[src/rtl/sip_pkg.sv]
// Shared widths, outcome codes and stage payload types of the segment intersection pipeline.
package sip_pkg;

	// Coordinate width of every input and result field.
	localparam int CB = 32;
	// Difference of two coordinates.
	localparam int DW = CB + 1;
	// Product of two differences.
	localparam int PW = 2 * DW;
	// Difference of two products (cross product).
	localparam int CW = PW + 1;
	// Split of the numerator for the scaling multiply.
	localparam int LO = CW / 2;
	localparam int HI = CW - LO;
	// Scaled numerator and quotient widths.
	localparam int NW = CW + DW;
	localparam int QW = DW;
	// Stage numbering: four geometry stages, two scaling stages, one stage per
	// quotient bit, then the result register.
	localparam int FIRST_DIV = 7;
	localparam int NS = FIRST_DIV + QW;

	typedef enum logic [2:0] {
		OC_HIT      = 3'd0,
		OC_BOX      = 3'd1,
		OC_STRADDLE = 3'd2,
		OC_PARALLEL = 3'd3,
		OC_OUTSIDE  = 3'd4
	} outcome_t;

	typedef struct packed {
		logic signed [CB-1:0] a0x;
		logic signed [CB-1:0] a0y;
		logic signed [CB-1:0] a1x;
		logic signed [CB-1:0] a1y;
		logic signed [CB-1:0] b0x;
		logic signed [CB-1:0] b0y;
		logic signed [CB-1:0] b1x;
		logic signed [CB-1:0] b1y;
	} seg_t;

	typedef struct packed {
		outcome_t             code;
		logic signed [CB-1:0] a0x;
		logic signed [CB-1:0] a0y;
		logic                 neg_x;
		logic                 neg_y;
		logic [DW-1:0]        mag_x;
		logic [DW-1:0]        mag_y;
		logic [CW-1:0]        na;
		logic [CW-1:0]        den;
	} fr_t;

	typedef struct packed {
		outcome_t             code;
		logic signed [CB-1:0] a0x;
		logic signed [CB-1:0] a0y;
		logic                 neg_x;
		logic                 neg_y;
		logic [NW-1:0]        nx;
		logic [NW-1:0]        ny;
		logic [CW-1:0]        den;
	} sc_t;

	typedef struct packed {
		outcome_t             code;
		logic signed [CB-1:0] a0x;
		logic signed [CB-1:0] a0y;
		logic                 neg_x;
		logic                 neg_y;
		logic [NW-1:0]        rx;
		logic [NW-1:0]        ry;
		logic [NW-1:0]        dsh;
		logic [QW-1:0]        qx;
		logic [QW-1:0]        qy;
	} dv_t;

endpackage

[src/rtl/sip_div_stage.sv]
// One restoring-division stage that settles one quotient bit on both axes.
module sip_div_stage (
	input  logic          clk,
	input  logic          en,
	input  sip_pkg::dv_t  d_in,
	output sip_pkg::dv_t  d_out
);

	logic ge_x, ge_y;
	assign ge_x = d_in.rx >= d_in.dsh;
	assign ge_y = d_in.ry >= d_in.dsh;

	sip_pkg::dv_t d_q;
	always_ff @(posedge clk) begin
		if (en) begin
			d_q.code  <= d_in.code;
			d_q.a0x   <= d_in.a0x;
			d_q.a0y   <= d_in.a0y;
			d_q.neg_x <= d_in.neg_x;
			d_q.neg_y <= d_in.neg_y;
			d_q.rx    <= ge_x ? d_in.rx - d_in.dsh : d_in.rx;
			d_q.ry    <= ge_y ? d_in.ry - d_in.dsh : d_in.ry;
			d_q.dsh   <= d_in.dsh >> 1;
			d_q.qx    <= {d_in.qx[sip_pkg::QW-2:0], ge_x};
			d_q.qy    <= {d_in.qy[sip_pkg::QW-2:0], ge_y};
		end
	end

	assign d_out = d_q;

endmodule

[config.mk]
export PLATFORM = sky130hd
export DESIGN_NAME = sip_div_stage
export DESIGN_NICKNAME = d
export VERILOG_FILES = /design/src/rtl/sip_pkg.sv /design/src/rtl/sip_div_stage.sv
export SDC_FILE = /design/constraint.sdc
export NUM_CORES = 1
export LEC_CHECK = 0
export BUFFER_PORTS_ARGS = -buffer_cell sky130_fd_sc_hd__clkbuf_2
export CAP_MARGIN = 0
export CORE_AREA = 5 5 335 337
export DETAILED_ROUTE_END_ITERATION = 12
export DIE_AREA = 0 0 340 342
export PLACE_DENSITY = 0.5
export REMOVE_ABC_BUFFERS = 1
export SYNTH_ARGS = -nofsm -noshare
export SYNTH_HDL_FRONTEND = slang
export SYNTH_SLANG_ARGS = --single-unit
[constraint.sdc]
create_clock -name clk -period 4.6 [get_ports clk]
set_input_delay 0.92 -clock clk [delete_from_list [all_inputs] [get_ports clk]]
set_output_delay 0.92 -clock clk [all_outputs]
set_load 0.02 [all_outputs]
==> results of run 1 <==
[how the worst max path moves through the flow]
stage	endpoint	slack, ns	cells past startpoint
floorplan	d_out[207]$_DFFE_PP_	-4.35	12
global placement	d_out[231]$_DFFE_PP_	-0.43	17
detailed placement	d_out[231]$_DFFE_PP_	-0.44	17
CTS	d_out[231]$_DFFE_PP_	0.27	17
global route	d_out[363]$_DFFE_PP_	0.01	16
finish	d_out[231]$_DFFE_PP_	0.25	17
[stage by stage]
stage / TNS (ns) / total power (W) / std cells / instance area (um2)
CTS: 0 / 0.0142 / 5563 / 38800
global route: 0 / 0.0148 / 5576 / 38800
detailed placement: -41.18 / 0.00960 / 5457 / 36900
finish: 0 / 0.0141 / 5584 / 38800
global placement: -33.10 / 0.00960 / 5457 / 36900
floorplan: -447.74 / 0.00747 / 2775 / 27500
[worst max-delay path: stages]
cell	delay, ns
clkbuf_2	0.14
inv_1	0.31
ha_1	0.31
buf_4	0.17
a21oi_1	0.22
o21ai_0	0.15
a21oi_1	0.18
nor2_1	0.06
nor4b_1	0.44
buf_4	0.20
a211oi_2	0.06
buf_4	0.17
o2111a_1	0.28
nor2_4	0.26
buf_4	0.30
o21ai_0	0.32
buf_4	0.24
[cell families (layout without fill, tap and decap cells)]
kind of cell,after synthesis,after routing
compound gates,963,963
xor+xnor,183,183
fa+ha+maj,202,202
buf+inv,303,1541
flops,434,434
mux,8,8
other cells,1,22
simple gates,817,817
[power by group]
part           switching (W)  internal [W]  leakage [nW]
combinational        0.00283       0.00167          12.2
clock                0.00188       0.00266         0.898
sequential          0.000133       0.00490          4.24
total                0.00485       0.00923          17.3
[cells in the final DEF (no fill, tap or decap), types with 56 or more instances in the layout]
cell type    n
xor2_1      79
clkbuf_2   867
buf_4      382
a21oi_1    288
a21o_1      71
nand2_1    386
nand4_1     95
o21ai_0    318
ha_1       200
edfxtp_1   434
clkbuf_16   56
xnor2_1    104
inv_1      165
nor2_1     139
[final cells by class]
cell class | count | area [um2]
multi-input cells | 2174 | 13900
diodes | 21 | 52.6
clock buffers | 67 | 1440
flip-flops and latches | 434 | 13000
fillers | 11200 | 69700
clock inverters | 39 | 435
well taps | 1414 | 1770
repair buffers | 1268 | 7580
inverters | 167 | 627
[metal layers]
metal	routed length, um	share of wire	vias to the layer above	track usage
met5	0	0	-	0
met1	59900	0.45	13200	0.298
met2	62400	0.46	914	0.356
met4	4060	0.030	0	0.0687
met3	7800	0.058	150	0.0324
li1	-	-	13200	-
==> impl_metrics.tcl, run 1 <==
set metrics [dict create \
    synthSimpleGateAreaFrac 0.134 \
    clock-sinks 434 \
    postCtsSetupRepairBufs 0 \
    tritoncts "yes" \
    grt_pass1_wl_um 186000 \
    synth_compound_area_frac 0.207 \
    initial_core_util 0.259 \
    peakVddDrop_mv 0.280 \
    setup-violations-final 0 \
    end_kind "register" \
    fp-row-count 121 \
    grt_max_degree 91 \
    min_to "d_out[400]$_DFFE_PP_" \
    grtUsageTotal 0.218 \
    drtAntennaViolNets 0 \
    root_buffer "clkbuf_16" \
    ys_ff_latch 434 \
    grt_pass1_vias 26700 \
    synth_area_leaders "edfxtp_1 (46%), ha_1 (8.9%), o21ai_0 (5.7%)" \
    syn_area_mm2 0.0281 \
    synth.distinct_cells 89 \
    min_path_type "input port to register" \
    fmax_mhz 230 \
    syn_area_per_cell_um2 9.66 \
    power-per-cell-area_mw_per_mm2 363 \
    grt_setup_unrepaired "no" \
    largest_reg_flops 434 \
    fp.coreArea_mm2 0.109 \
    crit_arrival_ns 4.76 \
    wl_per_cell_um 24.0 \
    crit_start "d_in[107]" \
    yosysWarnings 0 \
    postLayoutSetupSlackWorst_ns 0.248 \
    worst_slew_pin_slew_ns 0.890 \
    start_kind "input port" \
    port_buffers 868 \
    ys.flop_type "edfxtp_1" \
    crit_path_max_fanout 20 \
    status "finished clean" \
    pre_cts_ws_ns -0.444 \
    hold_start "d_in[400]" \
    path_class "input port to register" \
    seq_area_frac_synth 0.463 \
    yosysTopAreaCell "edfxtp_1" \
    hold_buffers 0 \
    htree_levels 2 \
    die_area_mm2 0.116 \
    layout.nets 4740 \
    drc 0 \
    post_cts_resized 0 \
    synth_top_area_frac 0.463 \
    drt-initial-drc-count 2017 \
    synth-edff-count 434 \
    postRouteWirelength_um 134000 \
    numCtsBuffers 56 \
    grt_overflow 0 \
    whs_path_depth 1 \
    antenna_found_initial 23 \
    synth.most_common_cell "edfxtp_1" \
    die_w_um 340 \
    area_growth_pct 38.0 \
    dr.pass1.iters 6 \
    hold_viol 0 \
    synth_xor_xnor_area_share 0.0570 \
    syn-instance-count 2911 \
    synth_top_family_by_area "compound AO/OA/AOI/OAI gates" \
    synthAdderAreaFrac 0.0904 \
    num_io_pins 872 \
    clkSlewWorstSetupHoldPaths_ns 0.06 \
    fin_util 0.358 \
    synth_common_cells "edfxtp_1 (434), nand2_1 (386), o21ai_0 (318), a21oi_1 (288), ha_1 (200)" \
    max_slew_margin 0.407 \
    synthArstFlopShare 0 \
    synth.mux.area_fraction 0.00334 \
    cts_max_path_buffers 3 \
    maxCapViolCount 0 \
    finalCritPeriodShare 0.946 \
    routabilityCongestion 0.969 \
    required_ns 5.01 \
    vias 27400 \
    die-height_um 342 \
    period_minus_slack_ns 4.35 \
    slew_viol_final 0 \
    leakage_nw 17.3 \
    drive_above_1_share 0.338 \
    via_per_inst 4.91 \
    hold_slack_ns 0.445 \
    hpwl_um 115000 \
]
Power figures use the tool's default switching activity.
==> inputs of run 2 (changes only) <==
--- a/config.mk
+++ b/config.mk
@@ -11,6 +11,7 @@
 export DETAILED_ROUTE_END_ITERATION = 12
 export DIE_AREA = 0 0 340 342
 export PLACE_DENSITY = 0.5
+export RECOVER_POWER = 25
 export REMOVE_ABC_BUFFERS = 1
 export SYNTH_ARGS = -nofsm -noshare
 export SYNTH_HDL_FRONTEND = slang
==> run 2 against run 1 <==
Net effect: final cell count about the same; fmax is 2.5% lower; worst hold slack gained 0.0020 ns; clock power about the same; largest power group unchanged; the run now ends with capacitance limit, slew limit left.
==> impl_metrics.tcl, run 2 (synthesized netlist as in run 1, its figures left out) <==
set metrics [dict create \
    crit_path_max_fanout 20 \
    hpwl_um 115000 \
    status "complete, but fails checks" \
    die_area_mm2 0.116 \
    tritoncts "yes" \
    power-per-cell-area_mw_per_mm2 364 \
    vias 27400 \
    root_buffer "clkbuf_16" \
    layout.nets 4740 \
    area_growth_pct 37.4 \
    grt_pass1_wl_um 186000 \
    die-height_um 342 \
    port_buffers 868 \
    grt_max_degree 91 \
    required_ns 5.01 \
    post_cts_resized 0 \
    grt_overflow 0 \
    setup-violations-final 0 \
    postRouteWirelength_um 134000 \
    max_slew_margin -0.918 \
    grtUsageTotal 0.218 \
    report.power.total_w 0.0141 \
    hold_start "d_in[9]" \
    period_minus_slack_ns 4.46 \
    clkSlewWorstSetupHoldPaths_ns 0.06 \
    pre_cts_ws_ns -0.444 \
    crit_arrival_ns 4.87 \
    grt_pass1_vias 26700 \
    dr.pass1.iters 5 \
    min_to "d_out[10]$_DFFE_PP_" \
    fp.coreArea_mm2 0.109 \
    finalCritPeriodShare 0.970 \
    slew_viol_final 87 \
    violations "capacitance limit, slew limit" \
    fmax_mhz 224 \
    htree_levels 2 \
    crit_start "d_in[95]" \
    via_per_inst 4.91 \
    fp-row-count 121 \
    wl_per_cell_um 24.0 \
    hold_buffers 0 \
    final_cell_area_mm2 0.0386 \
    layout_commonest_cell "clkbuf_2" \
    cts_max_path_buffers 3 \
    die_w_um 340 \
    worst_slew_pin_slew_ns 2.88 \
    postLayoutSetupSlackWorst_ns 0.136 \
    place_area_mm2 0.0369 \
    numCtsBuffers 56 \
    drtAntennaViolNets 0 \
    clock-sinks 434 \
    drt-initial-drc-count 2063 \
    drive_above_1_share 0.314 \
    postCtsSetupRepairBufs 0 \
    peakVddDrop_mv 0.282 \
    path_class "input port to register" \
    drc 0 \
    largest_reg_flops 434 \
    initial_core_util 0.259 \
    whs_path_depth 1 \
    antenna_found_initial 23 \
    start_kind "input port" \
    num_io_pins 872 \
    end_kind "register" \
    most-common-layout-cells "clkbuf_2 (775), edfxtp_1 (434), nand2_1 (386)" \
    leakage_nw 17.0 \
    min_path_type "input port to register" \
    hold_viol 0 \
    maxCapViolCount 1 \
    routabilityCongestion 0.969 \
    grt_setup_unrepaired "no" \
]
## run 2: cell count changes in the layout (fill, tap and decap cells not counted), sizes merged
cell | previous run | this run
buf | 401 | 395
clkbuf | 934 | 940
diode | 21 | 22
## run 2: cell type report
| type | instances | area (um2) |
|---|---|---|
| clock inverter | 39 | 435 |
| multi-input combinational | 2174 | 13900 |
| sequential | 434 | 13000 |
| inverter | 167 | 627 |
| clock buffer | 67 | 1440 |
| fill | 11300 | 69900 |
| tap | 1414 | 1770 |
| timing repair buffer | 1268 | 7410 |
| antenna | 22 | 55.1 |
## run 2: power by group
group / internal [W] / switching (W)
sequential: 0.00490 / 0.000132
combinational: 0.00166 / 0.00283
clock: 0.00266 / 0.00189
## run 2: how the worst max path moves through the flow
| stage | end | slack [ns] | cells after the start |
|---|---|---|---|
| after floorplan | d_out[207]$_DFFE_PP_ | -4.35 | 12 |
| after global placement | d_out[231]$_DFFE_PP_ | -0.43 | 17 |
| final | d_out[231]$_DFFE_PP_ | 0.14 | 17 |
| after CTS | d_out[231]$_DFFE_PP_ | 0.27 | 17 |
| after detailed placement | d_out[231]$_DFFE_PP_ | -0.44 | 17 |
| after global routing | d_out[363]$_DFFE_PP_ | 0.01 | 16 |
## run 2: stage by stage
step | hold WS, ns | utilization | instances | setup TNS, ns
after floorplan | 1.02 | - | 2775 | -447.74
after detailed placement | 1.10 | 0.340 | 5457 | -41.18
after global routing | 0.391 | 0.356 | 5576 | 0
after CTS | 0.373 | 0.357 | 5563 | 0
after global placement | 1.10 | 0.340 | 5457 | -33.10
final | 0.447 | 0.356 | 5585 | 0
## run 2: worst max-delay path, stage by stage
cell and delay [ns]:
clkbuf_1 0.32, inv_1 0.23, buf_4 0.19, ha_1 0.30
a21oi_1 0.22, o21ai_0 0.15, a21oi_1 0.22, nor2_1 0.08
nor4b_1 0.40, buf_4 0.20, a211oi_2 0.06, buf_4 0.17
o2111a_1 0.28, nor2_4 0.25, buf_4 0.30, o21ai_0 0.32
buf_4 0.24
## run 2: per-layer routing
layer  share of wire  track usage  wire length (um)
met5               0            0                 0
met1            0.45        0.298             59900
met3           0.058       0.0324              7850
met2            0.46        0.356             62300
met4           0.031       0.0687              4200
==> inputs of run 3 (changes only) <==
--- a/config.mk
+++ b/config.mk
@@ -7,10 +7,10 @@
 export LEC_CHECK = 0
 export BUFFER_PORTS_ARGS = -buffer_cell sky130_fd_sc_hd__clkbuf_2
 export CAP_MARGIN = 0
-export CORE_AREA = 5 5 335 337
+export CORE_AREA = 2 2 342 344
 export DETAILED_ROUTE_END_ITERATION = 12
-export DIE_AREA = 0 0 340 342
-export PLACE_DENSITY = 0.5
+export DIE_AREA = 0 0 344 346
+export PLACE_DENSITY = 0.48
 export RECOVER_POWER = 25
 export REMOVE_ABC_BUFFERS = 1
 export SYNTH_ARGS = -nofsm -noshare
==> run 3 against run 2 <==
Net effect: the run still ends with capacitance limit, slew limit left; sequential share of layout area shrank 0.41 points; design area grew 1.2%; critical path type unchanged; flip-flop and latch count is the same; global-route usage shrank 0.39 points; highest routed layer is now met5; fmax grew 0.15%; clock power shrank 4%; sequential power is essentially flat; worst setup slack gained 0.0067 ns.
==> impl_metrics.tcl, run 3 (synthesized netlist as in run 1, its figures left out) <==
set metrics [dict create \
    hold_viol 0 \
    cts_max_path_buffers 3 \
    place_inst 5622 \
    whs_path_depth 1 \
    routabilityCongestion 0.956 \
    grt_overflow 0 \
    most-common-layout-cells "clkbuf_2 (767), edfxtp_1 (434), buf_4 (428)" \
    peakVddDrop_mv 0.272 \
    grt_max_degree 76 \
    area_growth_pct 39.1 \
    end_kind "register" \
    numCtsBuffers 53 \
    period_minus_slack_ns 4.46 \
    post_cts_resized 0 \
    crit_path_top_delay_cell "nor4_1" \
    fin_util 0.339 \
    postRouteWirelength_um 133000 \
    vias 27600 \
    grt_pass1_vias 26700 \
    layout_commonest_cell "clkbuf_2" \
    slew_viol_final 68 \
    tritoncts "yes" \
    worst_slew_pin_slew_ns 2.29 \
    postLayoutSetupSlackWorst_ns 0.143 \
    fill_cells 12200 \
    die_area_mm2 0.119 \
    leakage_nw 17.2 \
    maxCapViolCount 1 \
    drive_above_1_share 0.322 \
    path_common_cell "buf_4" \
    clock-sinks 434 \
    port_buffers 868 \
    die_w_um 344 \
    crit_arrival_ns 4.85 \
    largest_reg_flops 434 \
    dr.pass1.iters 7 \
    layout.nets 4792 \
    antenna_found_initial 23 \
    drtAntennaViolNets 0 \
    stdcell_count 5732 \
    postCtsSetupRepairBufs 0 \
    pre_cts_ws_ns -0.438 \
    max_slew_margin -0.528 \
    root_buffer "clkbuf_16" \
    clkSlewWorstSetupHoldPaths_ns 0.06 \
    finalCritPeriodShare 0.969 \
    fp.coreArea_mm2 0.115 \
    hpwl_um 115000 \
    start_kind "input port" \
    grt_pass1_wl_um 185000 \
    status "complete, but fails checks" \
    drc 0 \
    path_class "input port to register" \
    fp-row-count 125 \
    power-per-cell-area_mw_per_mm2 357 \
    min_path_type "input port to register" \
    violations "capacitance limit, slew limit" \
    required_ns 4.99 \
    drt-initial-drc-count 2165 \
    setup-violations-final 0 \
    die-height_um 346 \
    finalSetupTns_ns 0 \
    via_per_inst 4.81 \
    num_io_pins 872 \
    grt_setup_unrepaired "no" \
    path_cells "clkbuf_1, inv_1, ha_1, buf_4, nand4_1, nor4_1, buf_4, nand4_1, buf_4, nor4_2, buf_4, nor2_1, a221oi_2, buf_4, nand2_8, buf_12, nand2_1, o21ai_0, buf_4" \
    slowest_delay_ns 0.56 \
    crit_path_max_fanout 68 \
    initial_core_util 0.244 \
    hold_buffers 0 \
    fmax_mhz 224 \
    grtUsageTotal 0.214 \
    htree_levels 2 \
    wl_per_cell_um 23.3 \
]
run 3: changes by cell type in the layout (fill, tap and decap cells not counted):
cell and delta:
clkinv_1 -5, clkinv_4 +1, diode_2 -10, clkinv_2 +6, clkbuf_16 -2, clkbuf_2 -8, bufinv_16 -1, buf_12 +5
clkinvlp_4 -1, buf_4 +49, inv_6 -2, clkbuf_1 +5
run 3: worst paths after layout:
kind / start / to
worst min-delay path: d_in[23] / d_out[24]$_DFFE_PP_
worst max-delay path: d_in[75] / d_out[281]$_DFFE_PP_
run 3: area by class of cell:
class | instances | area [um2] | area share
inverter | 167 | 627 | 0.0160
sequential | 434 | 13000 | 0.333
clock buffer | 61 | 1380 | 0.0352
clock inverter | 37 | 400 | 0.0102
tap | 1524 | 1910 | 0.0487
timing repair buffer | 1323 | 7870 | 0.201
antenna | 12 | 30.0 | 0.000768
multi-input combinational | 2174 | 13900 | 0.355
run 3: critical path: cells and delay by family:
family / cells / cell delay (ns)
adder cells (fa/ha/maj): 1 / 0.33
buffers and inverters: 9 / 1.71
AO/OA/AOI/OAI: 2 / 0.33
AND/OR/NAND/NOR: 7 / 1.44
run 3: layer usage:
| layer | up-vias | GRT usage | share of wire |
|---|---|---|---|
| met3 | 165 | 0.0341 | 0.056 |
| li1 | 13300 | - | - |
| met1 | 13200 | 0.291 | 0.45 |
| met5 | - | 0 | 0.00041 |
| met2 | 893 | 0.345 | 0.46 |
| met4 | 8 | 0.0681 | 0.030 |
run 3: through the flow:
stage | total power [W] | instance area [um2] | hold WS [ns]
floorplan | 0.00747 | 27500 | 1.02
global placement | 0.00969 | 37500 | 1.10
detailed placement | 0.00968 | 37500 | 1.10
CTS | 0.0141 | 39300 | 0.391
global route | 0.0146 | 39100 | 0.407
finish | 0.0140 | 39100 | 0.457
run 3: report_power, final:
group | internal (W) | leakage (nW) | switching (W)
sequential | 0.00490 | 4.24 | 0.000139
combinational | 0.00173 | 12.1 | 0.00284
clock | 0.00251 | 0.865 | 0.00186
total | 0.00914 | 17.2 | 0.00484
